==> src/rtl/lcpc_pkg.sv <==
// ----------------------------------------------------------------------------
// lcpc_pkg
// Shared types and constants of the loop current pressure conditioner.
// ----------------------------------------------------------------------------
package lcpc_pkg;

  // default parameter values
  localparam int ADC_BITS_DEF    = 10;
  localparam int MAX_SAMPLES_DEF = 1024;

  // fixed field widths
  localparam int CUR_W    = 16;  // loop current, 1/256 mA
  localparam int GAIN_W   = 24;  // current gain, 2^-24 mA per count
  localparam int FGAIN_W  = 17;  // filter coefficient, 2^-16
  localparam int SLOPE_W  = 24;  // pressure slope, 2^-16 MPa per mA
  localparam int PRES_W   = 32;  // pressure, 2^-16 MPa
  localparam int CFG_W    = 32;  // configuration write data
  localparam int CFG_IDX_W = 3;  // configuration register index

  // filter coefficient of one, the largest legal value
  localparam logic [FGAIN_W-1:0] FGAIN_ONE = FGAIN_W'(65536);

  // register reset values
  localparam logic [GAIN_W-1:0]         CURRENT_GAIN_RST = GAIN_W'(327680);
  localparam logic [FGAIN_W-1:0]        FILTER_GAIN_RST  = FGAIN_ONE;
  localparam logic signed [SLOPE_W-1:0] SLOPE_RST        = SLOPE_W'(40960);
  localparam logic signed [PRES_W-1:0]  INTERCEPT_RST    = -32'sd163840;

  // configuration register indexes
  typedef enum logic [CFG_IDX_W-1:0] {
    REG_CURRENT_GAIN       = 3'd0,
    REG_FILTER_GAIN        = 3'd1,
    REG_DUMMY_ENABLE       = 3'd2,
    REG_DUMMY_CURRENT      = 3'd3,
    REG_OFFSET_CURRENT     = 3'd4,
    REG_PRESSURE_SLOPE     = 3'd5,
    REG_PRESSURE_INTERCEPT = 3'd6
  } cfg_reg_t;

  // read sequencer states
  typedef enum logic [2:0] {
    ST_IDLE,  // taking items
    ST_GAIN,  // sum times current gain
    ST_DIV,   // divide by sample count
    ST_FILT,  // filter load or start of filter product
    ST_FMUL,  // filter product
    ST_PRES,  // start of pressure product
    ST_PMUL   // pressure product, then result
  } state_t;

endpackage

==> src/rtl/lcpc_in_if.sv <==
// ----------------------------------------------------------------------------
// lcpc_in_if
// Input channel: sample and read items with valid/ready handshake.
// ----------------------------------------------------------------------------
interface lcpc_in_if #(
  parameter int ADC_BITS = lcpc_pkg::ADC_BITS_DEF
);
  logic                valid;
  logic                ready;
  logic                mode;
  logic [ADC_BITS-1:0] adc_value;
  logic                select_raw;

  modport source (output valid, output mode, output adc_value, output select_raw,
                  input ready);
  modport sink (input valid, input mode, input adc_value, input select_raw,
                output ready);
endinterface

==> src/rtl/lcpc_out_if.sv <==
// ----------------------------------------------------------------------------
// lcpc_out_if
// Output channel: current and pressure result items with valid/ready handshake.
// ----------------------------------------------------------------------------
interface lcpc_out_if;
  logic                                valid;
  logic                                ready;
  logic [lcpc_pkg::CUR_W-1:0]          current_out;
  logic signed [lcpc_pkg::PRES_W-1:0]  pressure_out;
  logic                                had_samples;

  modport source (output valid, output current_out, output pressure_out,
                  output had_samples, input ready);
  modport sink (input valid, input current_out, input pressure_out,
                input had_samples, output ready);
endinterface

==> src/rtl/lcpc_serial_mul.sv <==
// ----------------------------------------------------------------------------
// lcpc_serial_mul
// Bit-serial shift-add multiplier, one multiplier bit per cycle, LSB first.
// ----------------------------------------------------------------------------
module lcpc_serial_mul #(
  parameter int AW = 34,
  parameter int BW = lcpc_pkg::GAIN_W
) (
  input  logic                 clk,
  input  logic                 rst,
  input  logic                 start,
  input  logic signed [AW-1:0] a,
  input  logic [BW-1:0]        b,
  input  logic                 b_signed,
  output logic                 done,
  output logic signed [AW+BW-1:0] product
);
  localparam int PW = AW + BW;
  localparam int CW = (BW > 1) ? $clog2(BW) : 1;

  logic                 busy;
  logic [CW-1:0]        cnt;
  logic signed [PW-1:0] mcand;
  logic [BW-1:0]        mplier;
  logic                 sign_mode;
  logic signed [PW-1:0] acc;
  logic signed [PW-1:0] addend;
  logic signed [PW-1:0] acc_next;
  logic                 last;

  // one partial product per cycle, the top bit weighs negative when signed
  always_comb begin
    last     = (cnt == CW'(BW - 1));
    addend   = mplier[0] ? mcand : '0;
    acc_next = (last && sign_mode) ? acc - addend : acc + addend;
  end

  // step control
  always_ff @(posedge clk) begin
    if (rst) begin
      busy <= 1'b0;
      cnt  <= '0;
      done <= 1'b0;
    end else begin
      done <= 1'b0;
      if (start) begin
        busy <= 1'b1;
        cnt  <= '0;
      end else if (busy) begin
        cnt <= cnt + CW'(1);
        if (last) begin
          busy <= 1'b0;
          done <= 1'b1;
        end
      end
    end
  end

  // operand shift registers and accumulator
  always_ff @(posedge clk) begin
    if (start) begin
      mcand     <= PW'(a);
      mplier    <= b;
      sign_mode <= b_signed;
      acc       <= '0;
    end else if (busy) begin
      mcand  <= mcand <<< 1;
      mplier <= mplier >> 1;
      acc    <= acc_next;
    end
  end

  assign product = acc;

endmodule

==> src/rtl/lcpc_serial_div.sv <==
// ----------------------------------------------------------------------------
// lcpc_serial_div
// Restoring divider giving floor(n / (d * 2^QW)) saturated to QW bits,
// one quotient bit per cycle after a single overflow check.
// ----------------------------------------------------------------------------
module lcpc_serial_div #(
  parameter int NW = 57,
  parameter int DW = 11,
  parameter int QW = lcpc_pkg::CUR_W
) (
  input  logic          clk,
  input  logic          rst,
  input  logic          start,
  input  logic [NW-1:0] dividend,
  input  logic [DW-1:0] divisor,
  output logic          done,
  output logic [QW-1:0] quotient
);
  localparam int SH = 2 * QW;
  localparam int CW = $clog2(QW + 1);

  logic          busy;
  logic [CW-1:0] cnt;
  logic [NW-1:0] rem;
  logic [NW-1:0] dvs;
  logic          fits;
  logic          check;
  logic          finish;

  // check step compares against d * 2^(2*QW); later steps produce one bit
  always_comb begin
    fits   = (rem >= dvs);
    check  = (cnt == '0);
    finish = busy && ((check && fits) || (cnt == CW'(QW)));
  end

  // step control
  always_ff @(posedge clk) begin
    if (rst) begin
      busy <= 1'b0;
      cnt  <= '0;
      done <= 1'b0;
    end else begin
      done <= 1'b0;
      if (start) begin
        busy <= 1'b1;
        cnt  <= '0;
      end else if (busy) begin
        cnt <= cnt + CW'(1);
        if (finish) begin
          busy <= 1'b0;
          done <= 1'b1;
        end
      end
    end
  end

  // remainder, shifted divisor and quotient
  always_ff @(posedge clk) begin
    if (start) begin
      rem      <= dividend;
      dvs      <= NW'(divisor) << SH;
      quotient <= '0;
    end else if (busy) begin
      dvs <= dvs >> 1;
      if (check) begin
        if (fits) begin
          quotient <= '1;
        end
      end else begin
        if (fits) begin
          rem <= rem - dvs;
        end
        quotient <= {quotient[QW-2:0], fits};
      end
    end
  end

endmodule

==> src/rtl/loop_current_pressure_conditioner.sv <==
// ----------------------------------------------------------------------------
// loop_current_pressure_conditioner
// 4-20 mA loop sensor front end: sample averaging, low-pass filter, pressure.
// ----------------------------------------------------------------------------
// in_ch carries items: mode 0 adds an adc_value sample to the accumulator,
// mode 1 is a read that produces exactly one result item on out_ch
// (current_out, pressure_out, had_samples). Samples make no result.
// Configuration is written over cfg_we / cfg_index / cfg_data; the user
// must write it only while idle, the block does not enforce this. Samples
// are taken one per cycle while no read is in progress. A read runs on one
// shared bit-serial multiplier and a bit-serial divider: a read that
// averages samples runs the gain, divide, filter and pressure steps; a read
// without new samples or in dummy mode skips gain and divide. The first read
// after reset skips the filter product. in_ch.ready is low during a read.
// The result sits in an output register; a stalled receiver holds it while
// further samples are taken, and only a following read waits for it to drain
// before its pressure product starts.
// Reset restores the register defaults, clears the accumulator and currents,
// and makes the first read load the filter directly.
// ----------------------------------------------------------------------------
module loop_current_pressure_conditioner #(
  parameter int ADC_BITS    = lcpc_pkg::ADC_BITS_DEF,
  parameter int MAX_SAMPLES = lcpc_pkg::MAX_SAMPLES_DEF
) (
  input  logic                              clk,
  input  logic                              rst,
  lcpc_in_if.sink                           in_ch,
  lcpc_out_if.source                        out_ch,
  input  logic                              cfg_we,
  input  logic [lcpc_pkg::CFG_IDX_W-1:0]    cfg_index,
  input  logic [lcpc_pkg::CFG_W-1:0]        cfg_data
);
  localparam int CNT_W   = $clog2(MAX_SAMPLES + 1);
  localparam int SUM_W   = ADC_BITS + CNT_W;
  localparam int PROD_W  = SUM_W + lcpc_pkg::GAIN_W;
  localparam int MUL_AW  = (SUM_W + 1 > lcpc_pkg::SLOPE_W) ? SUM_W + 1 : lcpc_pkg::SLOPE_W;
  localparam int MUL_BW  = lcpc_pkg::GAIN_W;
  localparam int MUL_PW  = MUL_AW + MUL_BW;
  localparam int CUR_W   = lcpc_pkg::CUR_W;
  localparam int PRES_W  = lcpc_pkg::PRES_W;
  localparam int FSUM_W  = 2 * CUR_W + 2;
  localparam int PSUM_W  = PRES_W + 3;

  // configuration registers
  logic [lcpc_pkg::GAIN_W-1:0]         current_gain;
  logic [lcpc_pkg::FGAIN_W-1:0]        filter_gain;
  logic                                dummy_enable;
  logic [CUR_W-1:0]                    dummy_current;
  logic signed [CUR_W-1:0]             offset_current;
  logic signed [lcpc_pkg::SLOPE_W-1:0] pressure_slope;
  logic signed [PRES_W-1:0]            pressure_intercept;

  // block state
  lcpc_pkg::state_t   state;
  lcpc_pkg::state_t   state_next;
  logic [SUM_W-1:0]   sample_sum;
  logic [CNT_W-1:0]   sample_count;
  logic [CUR_W-1:0]   raw_current;
  logic [CUR_W-1:0]   filtered_current;
  logic               filter_primed;
  logic               select_raw;
  logic               had_samples;

  // output register
  logic                    out_valid;
  logic [CUR_W-1:0]        current_out;
  logic signed [PRES_W-1:0] pressure_out;
  logic                    out_had;

  // arithmetic units
  logic                     mul_start;
  logic signed [MUL_AW-1:0] mul_a;
  logic [MUL_BW-1:0]        mul_b;
  logic                     mul_b_signed;
  logic                     mul_done;
  logic signed [MUL_PW-1:0] mul_product;
  logic                     div_start;
  logic                     div_done;
  logic [CUR_W-1:0]         div_quotient;

  // datapath helpers
  logic                      in_fire;
  logic                      out_fire;
  logic                      read_fire;
  logic                      use_samples;
  logic signed [CUR_W:0]     filt_diff;
  logic signed [CUR_W+1:0]   offset_ext;
  logic signed [CUR_W+1:0]   eff;
  logic signed [FSUM_W-1:0]  filt_sum;
  logic [CUR_W-1:0]          filt_new;
  logic signed [PSUM_W-1:0]  pres_sum;
  logic signed [PRES_W-1:0]  pres_sat;

  assign in_fire     = in_ch.valid && in_ch.ready;
  assign out_fire    = out_valid && out_ch.ready;
  assign read_fire   = in_fire && in_ch.mode;
  assign use_samples = !dummy_enable && (sample_count != '0);

  assign in_ch.ready         = (state == lcpc_pkg::ST_IDLE);
  assign out_ch.valid        = out_valid;
  assign out_ch.current_out  = current_out;
  assign out_ch.pressure_out = pressure_out;
  assign out_ch.had_samples  = out_had;

  // configuration writes
  always_ff @(posedge clk) begin
    if (rst) begin
      current_gain       <= lcpc_pkg::CURRENT_GAIN_RST;
      filter_gain        <= lcpc_pkg::FILTER_GAIN_RST;
      dummy_enable       <= 1'b0;
      dummy_current      <= '0;
      offset_current     <= '0;
      pressure_slope     <= lcpc_pkg::SLOPE_RST;
      pressure_intercept <= lcpc_pkg::INTERCEPT_RST;
    end else if (cfg_we) begin
      unique case (lcpc_pkg::cfg_reg_t'(cfg_index))
        lcpc_pkg::REG_CURRENT_GAIN: begin
          current_gain <= cfg_data[lcpc_pkg::GAIN_W-1:0];
        end
        lcpc_pkg::REG_FILTER_GAIN: begin
          // zero or above one keeps the old coefficient
          if (cfg_data[lcpc_pkg::FGAIN_W-1:0] != '0 &&
              cfg_data[lcpc_pkg::FGAIN_W-1:0] <= lcpc_pkg::FGAIN_ONE) begin
            filter_gain <= cfg_data[lcpc_pkg::FGAIN_W-1:0];
          end
        end
        lcpc_pkg::REG_DUMMY_ENABLE: begin
          dummy_enable <= cfg_data[0];
        end
        lcpc_pkg::REG_DUMMY_CURRENT: begin
          dummy_current <= cfg_data[CUR_W-1:0];
        end
        lcpc_pkg::REG_OFFSET_CURRENT: begin
          offset_current <= cfg_data[CUR_W-1:0];
        end
        lcpc_pkg::REG_PRESSURE_SLOPE: begin
          pressure_slope <= cfg_data[lcpc_pkg::SLOPE_W-1:0];
        end
        lcpc_pkg::REG_PRESSURE_INTERCEPT: begin
          pressure_intercept <= cfg_data[PRES_W-1:0];
        end
        default: begin
        end
      endcase
    end
  end

  // filter step and pressure result from the shared product
  always_comb begin
    filt_diff  = $signed({1'b0, raw_current}) - $signed({1'b0, filtered_current});
    offset_ext = dummy_enable ? '0 : (CUR_W+2)'(offset_current);
    eff        = $signed({2'b00, filtered_current}) - offset_ext;
    filt_sum   = $signed({2'b00, filtered_current, {CUR_W{1'b0}}}) + FSUM_W'(mul_product);
    filt_new   = filt_sum[2*CUR_W-1:CUR_W];
    pres_sum   = PSUM_W'(mul_product >>> 8) + PSUM_W'(pressure_intercept);
    if (pres_sum[PSUM_W-1:PRES_W-1] == '0 || pres_sum[PSUM_W-1:PRES_W-1] == '1) begin
      pres_sat = pres_sum[PRES_W-1:0];
    end else if (pres_sum[PSUM_W-1]) begin
      pres_sat = {1'b1, {(PRES_W-1){1'b0}}};
    end else begin
      pres_sat = {1'b0, {(PRES_W-1){1'b1}}};
    end
  end

  // read sequencer
  always_comb begin
    state_next   = state;
    mul_start    = 1'b0;
    mul_a        = '0;
    mul_b        = '0;
    mul_b_signed = 1'b0;
    div_start    = 1'b0;
    unique case (state)
      lcpc_pkg::ST_IDLE: begin
        mul_a = MUL_AW'({1'b0, sample_sum});
        mul_b = current_gain;
        if (read_fire) begin
          if (use_samples) begin
            mul_start  = 1'b1;
            state_next = lcpc_pkg::ST_GAIN;
          end else begin
            state_next = lcpc_pkg::ST_FILT;
          end
        end
      end
      lcpc_pkg::ST_GAIN: begin
        if (mul_done) begin
          div_start  = 1'b1;
          state_next = lcpc_pkg::ST_DIV;
        end
      end
      lcpc_pkg::ST_DIV: begin
        if (div_done) begin
          state_next = lcpc_pkg::ST_FILT;
        end
      end
      lcpc_pkg::ST_FILT: begin
        mul_a = MUL_AW'(filt_diff);
        mul_b = MUL_BW'(filter_gain);
        if (filter_primed) begin
          mul_start  = 1'b1;
          state_next = lcpc_pkg::ST_FMUL;
        end else begin
          state_next = lcpc_pkg::ST_PRES;
        end
      end
      lcpc_pkg::ST_FMUL: begin
        if (mul_done) begin
          state_next = lcpc_pkg::ST_PRES;
        end
      end
      lcpc_pkg::ST_PRES: begin
        mul_a        = MUL_AW'(pressure_slope);
        mul_b        = MUL_BW'(eff);
        mul_b_signed = 1'b1;
        // wait for the output register to drain before the last product
        if (!out_valid) begin
          mul_start  = 1'b1;
          state_next = lcpc_pkg::ST_PMUL;
        end
      end
      lcpc_pkg::ST_PMUL: begin
        if (mul_done) begin
          state_next = lcpc_pkg::ST_IDLE;
        end
      end
      default: begin
        state_next = lcpc_pkg::ST_IDLE;
      end
    endcase
  end

  always_ff @(posedge clk) begin
    if (rst) begin
      state <= lcpc_pkg::ST_IDLE;
    end else begin
      state <= state_next;
    end
  end

  // accumulator, currents and filter state
  always_ff @(posedge clk) begin
    if (rst) begin
      sample_sum       <= '0;
      sample_count     <= '0;
      raw_current      <= '0;
      filtered_current <= '0;
      filter_primed    <= 1'b0;
    end else begin
      if (in_fire && !in_ch.mode) begin
        if (!dummy_enable && sample_count < CNT_W'(MAX_SAMPLES)) begin
          sample_sum   <= sample_sum + SUM_W'(in_ch.adc_value);
          sample_count <= sample_count + CNT_W'(1);
        end
      end
      if (read_fire && dummy_enable) begin
        raw_current <= dummy_current;
      end
      if (state == lcpc_pkg::ST_DIV && div_done) begin
        raw_current  <= div_quotient;
        sample_sum   <= '0;
        sample_count <= '0;
      end
      if (state == lcpc_pkg::ST_FILT && !filter_primed) begin
        filtered_current <= raw_current;
        filter_primed    <= 1'b1;
      end
      if (state == lcpc_pkg::ST_FMUL && mul_done) begin
        filtered_current <= filt_new;
      end
    end
  end

  // read options captured with the item
  always_ff @(posedge clk) begin
    if (read_fire) begin
      select_raw  <= in_ch.select_raw;
      had_samples <= use_samples;
    end
  end

  // output register valid
  always_ff @(posedge clk) begin
    if (rst) begin
      out_valid <= 1'b0;
    end else if (state == lcpc_pkg::ST_PMUL && mul_done) begin
      out_valid <= 1'b1;
    end else if (out_fire) begin
      out_valid <= 1'b0;
    end
  end

  // output register payload
  always_ff @(posedge clk) begin
    if (state == lcpc_pkg::ST_PMUL && mul_done) begin
      current_out  <= select_raw ? raw_current : filtered_current;
      pressure_out <= pres_sat;
      out_had      <= had_samples;
    end
  end

  lcpc_serial_mul #(
    .AW (MUL_AW),
    .BW (MUL_BW)
  ) u_mul (
    .clk      (clk),
    .rst      (rst),
    .start    (mul_start),
    .a        (mul_a),
    .b        (mul_b),
    .b_signed (mul_b_signed),
    .done     (mul_done),
    .product  (mul_product)
  );

  lcpc_serial_div #(
    .NW (PROD_W),
    .DW (CNT_W),
    .QW (CUR_W)
  ) u_div (
    .clk      (clk),
    .rst      (rst),
    .start    (div_start),
    .dividend (mul_product[PROD_W-1:0]),
    .divisor  (sample_count),
    .done     (div_done),
    .quotient (div_quotient)
  );

  // samples in dummy mode leave the accumulator alone
  a_dummy_hold: assert property (@(posedge clk) disable iff (rst)
    in_fire && !in_ch.mode && dummy_enable |=> $stable(sample_sum) && $stable(sample_count))
    else $error("accumulator changed on a sample item in dummy mode");

  // accumulator never counts past its limit
  a_count_limit: assert property (@(posedge clk) disable iff (rst)
    sample_count <= CNT_W'(MAX_SAMPLES))
    else $error("sample count above limit");

  // a result appears only at the end of the pressure product
  a_out_source: assert property (@(posedge clk) disable iff (rst)
    $rose(out_valid) |-> $past(state) == lcpc_pkg::ST_PMUL)
    else $error("result item raised outside the pressure step");

  // the divider finishes only while the sequencer waits for it
  a_div_state: assert property (@(posedge clk) disable iff (rst)
    div_done |-> state == lcpc_pkg::ST_DIV)
    else $error("divider finished outside the divide step");

endmodule

==> src/flat_wrapper.sv <==
// flat-port wrapper written by rule: the top's interface ports become plain ports
module loop_current_pressure_conditioner_flat 
#(
  parameter int ADC_BITS    = lcpc_pkg::ADC_BITS_DEF,
  parameter int MAX_SAMPLES = lcpc_pkg::MAX_SAMPLES_DEF
)
  (clk, rst, cfg_we, cfg_index, cfg_data, in_ch_valid, in_ch_mode, in_ch_adc_value, in_ch_select_raw, in_ch_ready, out_ch_valid, out_ch_current_out, out_ch_pressure_out, out_ch_had_samples, out_ch_ready);
  lcpc_in_if #(.ADC_BITS(ADC_BITS)) in_ch_i ();
  lcpc_out_if out_ch_i ();
  input  logic clk;
  input  logic rst;
  input  logic cfg_we;
  input  logic [lcpc_pkg::CFG_IDX_W-1:0] cfg_index;
  input  logic [lcpc_pkg::CFG_W-1:0] cfg_data;
  input wire logic [$bits(in_ch_i.valid)-1:0] in_ch_valid;
  input wire logic [$bits(in_ch_i.mode)-1:0] in_ch_mode;
  input wire logic [$bits(in_ch_i.adc_value)-1:0] in_ch_adc_value;
  input wire logic [$bits(in_ch_i.select_raw)-1:0] in_ch_select_raw;
  output wire logic [$bits(in_ch_i.ready)-1:0] in_ch_ready;
  output wire logic [$bits(out_ch_i.valid)-1:0] out_ch_valid;
  output wire logic [$bits(out_ch_i.current_out)-1:0] out_ch_current_out;
  output wire logic [$bits(out_ch_i.pressure_out)-1:0] out_ch_pressure_out;
  output wire logic [$bits(out_ch_i.had_samples)-1:0] out_ch_had_samples;
  input wire logic [$bits(out_ch_i.ready)-1:0] out_ch_ready;
  assign in_ch_i.valid = in_ch_valid;
  assign in_ch_i.mode = in_ch_mode;
  assign in_ch_i.adc_value = in_ch_adc_value;
  assign in_ch_i.select_raw = in_ch_select_raw;
  assign in_ch_ready = in_ch_i.ready;
  assign out_ch_valid = out_ch_i.valid;
  assign out_ch_current_out = out_ch_i.current_out;
  assign out_ch_pressure_out = out_ch_i.pressure_out;
  assign out_ch_had_samples = out_ch_i.had_samples;
  assign out_ch_i.ready = out_ch_ready;
  loop_current_pressure_conditioner #(.ADC_BITS(ADC_BITS), .MAX_SAMPLES(MAX_SAMPLES)) u_core (.clk(clk), .rst(rst), .in_ch(in_ch_i), .out_ch(out_ch_i), .cfg_we(cfg_we), .cfg_index(cfg_index), .cfg_data(cfg_data));
endmodule
==> config.mk <==
export PLATFORM = sky130hd
export DESIGN_NAME = loop_current_pressure_conditioner_flat
export DESIGN_NICKNAME = d
export VERILOG_FILES = /design/src/rtl/lcpc_pkg.sv /design/src/rtl/lcpc_in_if.sv /design/src/rtl/lcpc_out_if.sv /design/src/rtl/lcpc_serial_mul.sv /design/src/rtl/lcpc_serial_div.sv /design/src/rtl/loop_current_pressure_conditioner.sv /design/src/flat_wrapper.sv
export SDC_FILE = /design/constraint.sdc
export NUM_CORES = 1
export LEC_CHECK = 0
export BUFFER_PORTS_ARGS = -buffer_cell sky130_fd_sc_hd__buf_2
export CORE_MARGIN = 3
export CORE_UTILIZATION = 45
export CTS_CLUSTER_DIAMETER = 60
export DETAILED_ROUTE_END_ITERATION = 8
export REMOVE_ABC_BUFFERS = 1
export SLEW_MARGIN = 20
export SYNTH_ARGS = -nofsm -noshare
export SYNTH_HDL_FRONTEND = slang
export SYNTH_HIERARCHICAL = 1
export SYNTH_SLANG_ARGS = --single-unit
export TNS_END_PERCENT = 20
==> constraint.sdc <==
create_clock -name clk -period 7.3 [get_ports clk]
set_input_delay 0 -clock clk [delete_from_list [all_inputs] [get_ports clk]]
set_output_delay 0 -clock clk [all_outputs]
set_load 0.01 [all_outputs]
**After elaboration in Yosys (flattened, before gate mapping)**

Cells that the tools add are included.

- Muxes and demuxes: 51
- Bitwise logic cells: 2
- Equality and inequality tests: 23
- Divide/modulo/power cells: 0
- Multiply operators: 0
- Reductions and logical operators: 48
- Shift operators: 0
- Add/subtract/negate cells: 11
- $lt $le $gt $ge: 3

Operators with widths:

| kind | count |
|---|---|
| $mux 48 | 4 |
| $mux 45 | 4 |
| $pmux 24 s3 | 2 |
| $mux 16 | 7 |
| $mux 43 | 2 |
| $mux 32 | 2 |
| $add 48x48->48 | 1 |
| $mux 24 | 2 |
| $sub 48x48->48 | 1 |
| $ge 45x43->1 | 1 |
| $sub 45x43->45 | 1 |
| $add 35x32->35 | 1 |
| $add 32x32->32 | 1 |
| $add 21x10->21 | 1 |
| $pmux 3 s7 | 1 |
| $eq 3x3->1 const B | 6 |
| $mux 1 | 18 |
| $mux 18 | 1 |
| $mux 3 | 6 |
| $sub 17x18->18 | 1 |
| $le 17x17->1 const B | 1 |
| $reduce_bool 17->1 | 1 |
| $sub 16x16->17 | 1 |
| $reduce_and 2->1 | 8 |
| 24 further kinds | 64 |

- Output and inout port bits: 51
- Memories kept: 0
- Flip-flop bits (word level): 489
- RAM bits: 0
- Latch bits: 0
- Memory bits (read-only): 0

**Logic depth before layout (Yosys ltp)**

Gate-level depths: netlist (run 1).

- Depth in word-level cells: 7
- Mapped depth: 24
- Gate-level depth less buffers: 19

**Hierarchy**

The synthesis (run 1) kept the hierarchy.

By module, submodules not included:

| module | cells each | area an instance (sq um) | times used | seq. area each (sq um) |
|---|---|---|---|---|
| loop_current_pressure_conditioner | 1813 | 14699.1 | 1 | 5515.3 |
| lcpc_serial_mul | 1023 | 9042.4 | 1 | 3293.2 |
| lcpc_serial_div | 807 | 7138.1 | 1 | 2782.7 |

**Worst setup path after synthesis (run 1)**

No wires, ideal clock.

- Path kind: reg-to-reg
- Start point: register u_core.u_div.rem[42]
- End point: register u_core.u_div.rem[0] (enable)
- Arrival: 5.207 ns
- Path buffers: 1
- Cell stages (with the launch flop): 11
- Slack: 1.583 ns
- Clock period less this slack: 5.717 ns
- Cells stage by stage: edfxtp_1 > ha_1 > clkbuf_2 > nand3_2 > or3_1 > nor4_1 > nand4_1 > o21ai_1 > a211oi_1 > a21boi_4 > o21ai_0

- Word-level cells in the longest chain between the ends: 3

RTL lines:

| element | RTL line | RTL |
|---|---|---|
| start: declaration | lcpc_serial_div.sv:24 | `logic [NW-1:0] rem;` |
| start signal: assignment | lcpc_serial_div.sv:61 | `rem <= dividend;` |
| start signal: assignment | lcpc_serial_div.sv:72 | `rem <= rem - dvs;` |
| $ge 45x43->1 | lcpc_serial_div.sv:32 | `fits = (rem >= dvs);` |
| $reduce_bool 2->1 (no source line) | -- |  |
| $reduce_and 3->1 (no source line) | -- |  |

Every way passes these cells.
A chain may end at the register's enable or synchronous reset.

**Worst setup path in the final report (run 1)**

- Start point: register u_core.u_mul.mplier[0]
- End point: register u_core.u_mul.acc[34] (netlist: u_core/u_mul/product[34])

- Word-level cells in the longest chain between the ends: 3

RTL lines:

| element | RTL line | RTL |
|---|---|---|
| start: declaration | lcpc_serial_mul.sv:24 | `logic [BW-1:0] mplier;` |
| start signal: assignment | lcpc_serial_mul.sv:68 | `mplier <= mplier >> 1;` |
| $mux 48 * | lcpc_serial_mul.sv:34 | `addend = mplier[0] ? mcand : '0;` |
| $add 48x48->48 or $sub 48x48->48 (tied branches) | lcpc_serial_mul.sv:35 | `acc_next = (last && sign_mode) ? acc - addend : acc + addend;` |
| $mux 48 * | lcpc_serial_mul.sv:35 |  |
| end signal: assignment | lcpc_serial_mul.sv:69 | `acc <= acc_next;` |
| end: declaration | lcpc_serial_mul.sv:26 | `logic signed [PW-1:0] acc;` |

Every way passes the cells marked *; elsewhere a longest branch is shown, timed or not.

==> results.ini, run 1 <==
[floorplanning]
coreArea_mm2=0.06622
fp.dieArea_mm2=0.07057
ios=103
die_h_um=265.7
fp-row-count=94
die_w_um=265.7
start_util_pct=45.82

[global_routing]
grt_usage_pct=26.27
overflow=0
antenna_found_initial=3
grt_pass1_vias=24640
grt_max_degree=141
grt_pass1_wl_um=145700

[worst_hold_path]
whs_path_depth=2
min_to=u_core/select_raw
hold_start=in_ch_select_raw
hold_class=input pin to flip-flop

[cts]
cts_tree=done
clk_pin_slew_ns=0.06
ctsLongestPathBuffers=3
hold_buffers=57
post_cts_resize_count=0
numCtsBuffers=59
postCtsSetupBuffers=0
cts_root_buffer=clkbuf_16
clkLatencyLatePin_ns=0.64
htreeDepth=2
clkSinkCount=483

[critical_path]
reg2regPathDepth=18
rrSetupSlack_ns=2.04
r2r_start=u_core/u_mul/mplier[0]
path_cells=buf_4 > nand2_1 > ha_1 > nand3_1 > a21oi_1 > nand4_1 > a21oi_1 > a211o_1 > ha_1 > and3_1 > nand3_1 > o211ai_1 > a211oi_1 > o21ai_0 > a221oi_1 > o221ai_1 > xnor2_1 > o21ai_0
crit_type=flip-flop to flip-flop
worst-path-max-fanout=23
max_stage_delay_ns=0.61
start_kind=flip-flop
cp.arrival_ns=5.74
startpoint=u_core/u_mul/mplier[0]
slowest_stage=edfxtp_1
cp.required_ns=7.79
endpoint_kind=flip-flop
reg2reg_to=u_core/u_mul/product[34]

[sta]
setup_viol=0
hold_viol=0
hold_slack_ns=0.09603
slew_headroom_pct=28.69
finalCriticalPeriod_ns=5.255
period_share_pct=71.99
finalSetupTns_ns=0
max_freq_mhz=190.3
slew_violations=0
rsz0062_at_grt=false
clock_skew_ns=0.03096
tightest_slew_ns=1.067

[finish]
final_layout_size_suffix_gt1_share_pct=9.497
antenna_cells=0
area_delta_synth_final_pct=12.28
post_layout_nonfiller_instances=4539
fin_util_pct=51.45
nNetsFinal=3869

[pwr]
p_clk_share_pct=29.6
power.leakage_nw=13.25
p_int_mw=6.395
p_per_area_mw_per_mm2=304.9
swShare_pct=38.43
seq_power_share_pct=34.8
power.total_mw=10.39
p_sw_mw=3.992
combinationalPowerShare_pct=35.6
peakVddDrop_uv=219.2

[run]
cap_violations=0

[placed_design]
place_hpwl_um=68950
gp_congestion=0.9208
dp.cells=4370
io_buffers=102

[routing]
drt-total-wl_um=94820
dr.pass1.iters=7
drc=0
first_iter_violations=2344
wl_per_cell_um=20.89
vias_per_cell=5.807
ant_nets=0
num_vias=26358

[yosys]
yosys_warnings=6
synthCells=3575
avgSynthCellArea_um2=8.486
netlist_area_mm2=0.03034

[status]
status=finished clean

## cells in the final DEF, fill, tap and decap left out, drive strengths merged, types with 46 or more instances in the layout
| cell | n |
|---|---|
| nand2 | 543 |
| o21ai | 281 |
| xnor2 | 103 |
| mux2 | 46 |
| edfxtp | 177 |
| mux2i | 99 |
| nand3 | 73 |
| ha | 186 |
| nor3 | 48 |
| a21o | 89 |
| nor2 | 269 |
| clkbuf | 75 |
| a21oi | 313 |
| dlygate4sd3 | 57 |
| buf | 133 |
| a211oi | 55 |
| inv | 174 |
| xor2 | 103 |
| dfxtp | 306 |
## through the flow
step	setup WS (ns)	instance area, um^2
4_1_cts	2.157	34060
3_3_place_gp	2.253	31420
6_report	2.045	34070
2_1_floorplan	-5.161	29520
3_5_place_dp	2.184	31420
5_1_grt	1.709	34070
## critical path, delay by kind of cell (launching register included)
family,cells,cell delay [ns]
compound gates,9,2.71
xor+xnor,1,0.17
fa+ha+maj,2,0.47
buf+inv,1,0.32
flops,1,0.61
simple gates,5,0.84
## state kept, by name (all words and copies together), names as in the netlist, 3 cells and up
| name | flops |
|---|---|
| u_core/u_mul/product | 45 |
| u_core/u_div/quotient | 16 |
| u_core/raw_current | 16 |
| u_core/filter_gain | 17 |
| u_core/out_ch.pressure_out | 32 |
| u_core/u_mul/mplier | 24 |
| u_core/pressure_slope | 24 |
| u_core/u_div/dvs | 43 |
| u_core/u_div/cnt | 5 |
| u_core/sample_count | 11 |
| u_core/sample_sum | 21 |
| u_core/filtered_current | 16 |
| u_core/u_mul/cnt | 5 |
| u_core/u_div/rem | 45 |
| u_core/state | 3 |
| u_core/offset_current | 16 |
| u_core/current_gain | 24 |
| u_core/dummy_current | 16 |
| u_core/u_mul/mcand | 45 |
| u_core/pressure_intercept | 32 |
| u_core/out_ch.current_out | 16 |
## area by class of cell
class	instances	area, um^2
clock buffers	75	1680
inverters	166	623.1
flip-flops and latches	483	11440
multi-input cells	2724	17520
repair buffers	190	1329
fillers	6367	32150
clock inverters	37	384.1
well taps	864	1081
## per-layer routing
metal	vias to the layer above	GRT usage, %	part of all wire [%]	routed length (um)
li1	12891	-	-	-
met1	12556	37.92	47	44370
met2	784	41.42	44	41770
met3	127	3.163	6.2	5916
met4	0	7.662	2.9	2766
met5	-	0	0	0
## power groups by stage
stage	Sequential [mW]	Combinational, mW	Clock [mW]
floorplan	3.42	2.63	0
global placement	3.67	3.59	0
detailed placement	3.68	3.58	0
CTS	3.62	3.63	3.13
global route	3.63	4.11	3.24
finish	3.62	3.70	3.07
## worst max path at each step
| stage | end | slack, ns | depth (start not counted) |
|---|---|---|---|
| 6_report | u_core/u_mul/product[34] | 2.04 | 18 |
| 5_1_grt | u_core/u_mul/product[34] | 1.71 | 18 |
| 4_1_cts | u_core/u_mul/product[34] | 2.16 | 18 |
| 3_5_place_dp | u_core/u_mul/product[34] | 2.18 | 18 |
| 3_3_place_gp | u_core/u_mul/product[34] | 2.25 | 18 |
| 2_1_floorplan | u_core/u_div/rem[0] | -5.16 | 4 |
(Power assumes the default switching activity.)
==> run 2: changes to the inputs <==
==> constraint.sdc (replaced) <==
create_clock -name clk -period 4.5 [get_ports clk]
set_input_delay 0 -clock clk [delete_from_list [all_inputs] [get_ports clk]]
set_output_delay 0 -clock clk [all_outputs]
set_load 0.01 [all_outputs]
==> run 2 against run 1 <==
First-iteration DRC count decreased by 0.47%; highest routed layer unchanged; sequential share of layout area decreased by 1.1 points; via count increased by 1.8%.
==> results.ini, run 2 (synthesis gave the netlist of run 1 again) <==
[status]
status=finished clean

[global_routing]
antenna_found_initial=3
overflow=0
grt_pass1_wl_um=149600
grt_usage_pct=26.98
grt_pass1_vias=25514
top_usage_layer=met2
met2_usage_pct=43.80
grt_max_degree=140
met1_usage_pct=38.22
grtUsageMet3_pct=3.376

[floorplanning]
die_w_um=265.7
coreArea_mm2=0.06622
ios=103
die_h_um=265.7
fp.dieArea_mm2=0.07057
fp-row-count=94
start_util_pct=45.82

[critical_path]
path_cells=nor3_1 > buf_4 > nand2_1 > or4_1 > a21oi_1 > a21oi_1 > xnor2_1 > nand2_1 > ha_1 > buf_4 > nand4_1 > nor2_1 > a211o_1 > o31ai_4 > o21ai_2 > buf_4 > a221oi_4 > nor4_1 > or3_1
worst-path-max-fanout=5
crit_type=flip-flop to flip-flop
crit_path_frequent_cell=buf_4
max_stage_delay_ns=0.39
endpoint_kind=flip-flop
start_kind=flip-flop
slowest_stage=or4_1
cp.arrival_ns=4.78
cp.required_ns=5.01

[sta]
slew_violations=0
clock_skew_ns=0.03417
period_share_pct=94.94
max_freq_mhz=234.1
tightest_slew_ns=1.152
slew_headroom_pct=22.74
finalSetupTns_ns=0
hold_viol=0
setup_viol=0
finalCriticalPeriod_ns=4.272

[pwr]
p_per_area_mw_per_mm2=492.4
p_clk_share_pct=28.1
swShare_pct=38.03
combinationalPowerShare_pct=39.1
power.leakage_nw=13.91
p_sw_mw=6.603
seq_power_share_pct=32.8
p_int_mw=10.76
power.total_mw=17.36
peakVddDrop_uv=358.2

[run]
cap_violations=0

[cts]
htreeDepth=2
clkSinkCount=483
clk_pin_slew_ns=0.06
numCtsBuffers=58
cts_tree=done
cts_root_buffer=clkbuf_16
ctsLongestPathBuffers=3
clkLatencyLatePin_ns=0.64

[placed_design]
place_area_mm2=0.03242
io_buffers=102
gp_congestion=0.9324
place_hpwl_um=72000

[routing]
drc=0
num_vias=26844
vias_per_cell=5.746
dr.pass1.iters=5
drt-total-wl_um=96990
wl_per_cell_um=20.76
first_iter_violations=2333
ant_nets=0

[finish]
area_delta_synth_final_pct=16.19
nNetsFinal=4005
fin_area_mm2=0.03525
final_cell_mix=nand2_1 (543), dfxtp_1 (304), a21oi_1 (290)
seq_area_mm2=0.01144
fin_util_pct=53.24
multi_input_area_mm2=0.01768
antenna_cells=0
final_layout_size_suffix_gt1_share_pct=12.92
layout_commonest_cell=nand2_1
fillerInstances=6212

[worst_hold_path]
hold_class=input pin to flip-flop

[run 2: power by group through the flow]
stage | Clock (mW) | Combinational [mW] | Sequential, mW
final | 4.87 | 6.78 | 5.70
after global routing | 5.13 | 7.49 | 5.73
after CTS | 4.96 | 6.61 | 5.70
after detailed placement | 0 | 6.53 | 5.80
after global placement | 0 | 6.53 | 5.79
after floorplan | 0 | 4.26 | 5.55
[run 2: what timing repair did]
item | 4_1_cts | 5_1_grt
pin swaps | 0 | 8
hold endpoints to repair | 155 | 0
hold buffers | 63 | 0
setup buffers | 0 | 1
resized for setup | 3 | 33
endpoints found under the setup margin | 5 | 15
cloned | 0 | 0
[run 2: worst max-delay path: cells and delay by family, from the launching register on]
family / cells / cell delay (ns)
XOR/XNOR: 1 / 0.14
AO/OA/AOI/OAI: 6 / 1.27
buffers and inverters: 3 / 0.52
AND/OR/NAND/NOR: 8 / 1.50
flip-flops: 1 / 0.38
adder cells (fa/ha/maj): 1 / 0.31
[run 2: metal layers]
layer  up-vias  routed length [um]
met2       810               43880
met1     12785               44740
li1      13118                   -
met4         0                2345
met3       131                6032
met5         -                   0
[run 2: per-stage QoR]
step           cells  worst slack [ns]  hold WS (ns)
2_1_floorplan   3373            -7.961       0.06907
3_3_place_gp    4498          -0.07030        0.1935
3_5_place_dp    4498           -0.1014        0.1916
4_1_cts         4669           0.02780       0.05255
5_1_grt         4672          -0.01304        0.1037
6_report        4672            0.2278       0.08244
[run 2: path summary, 6_finish.rpt]
check,end,depth (start not counted),slack (ns),from
setup / recovery,u_core/u_mul/product[44],19,0.23,u_core/u_mul/mcand[15]
setup reg to reg,u_core/u_mul/product[44],19,0.23,u_core/u_mul/mcand[15]
hold reg to reg,u_core/out_ch.had_samples,0,0.45,u_core/had_samples
hold / removal,u_core/select_raw,2,0.08,in_ch_select_raw
[run 2: cell type report]
type | instances | share of cell area, %
clock buffers | 83 | 4.653
clock inverters | 25 | 1.008
inverters | 166 | 1.778
multi-input cells | 2724 | 50.14
flip-flops and latches | 483 | 32.46
well taps | 864 | 3.067
repair buffers | 327 | 6.889
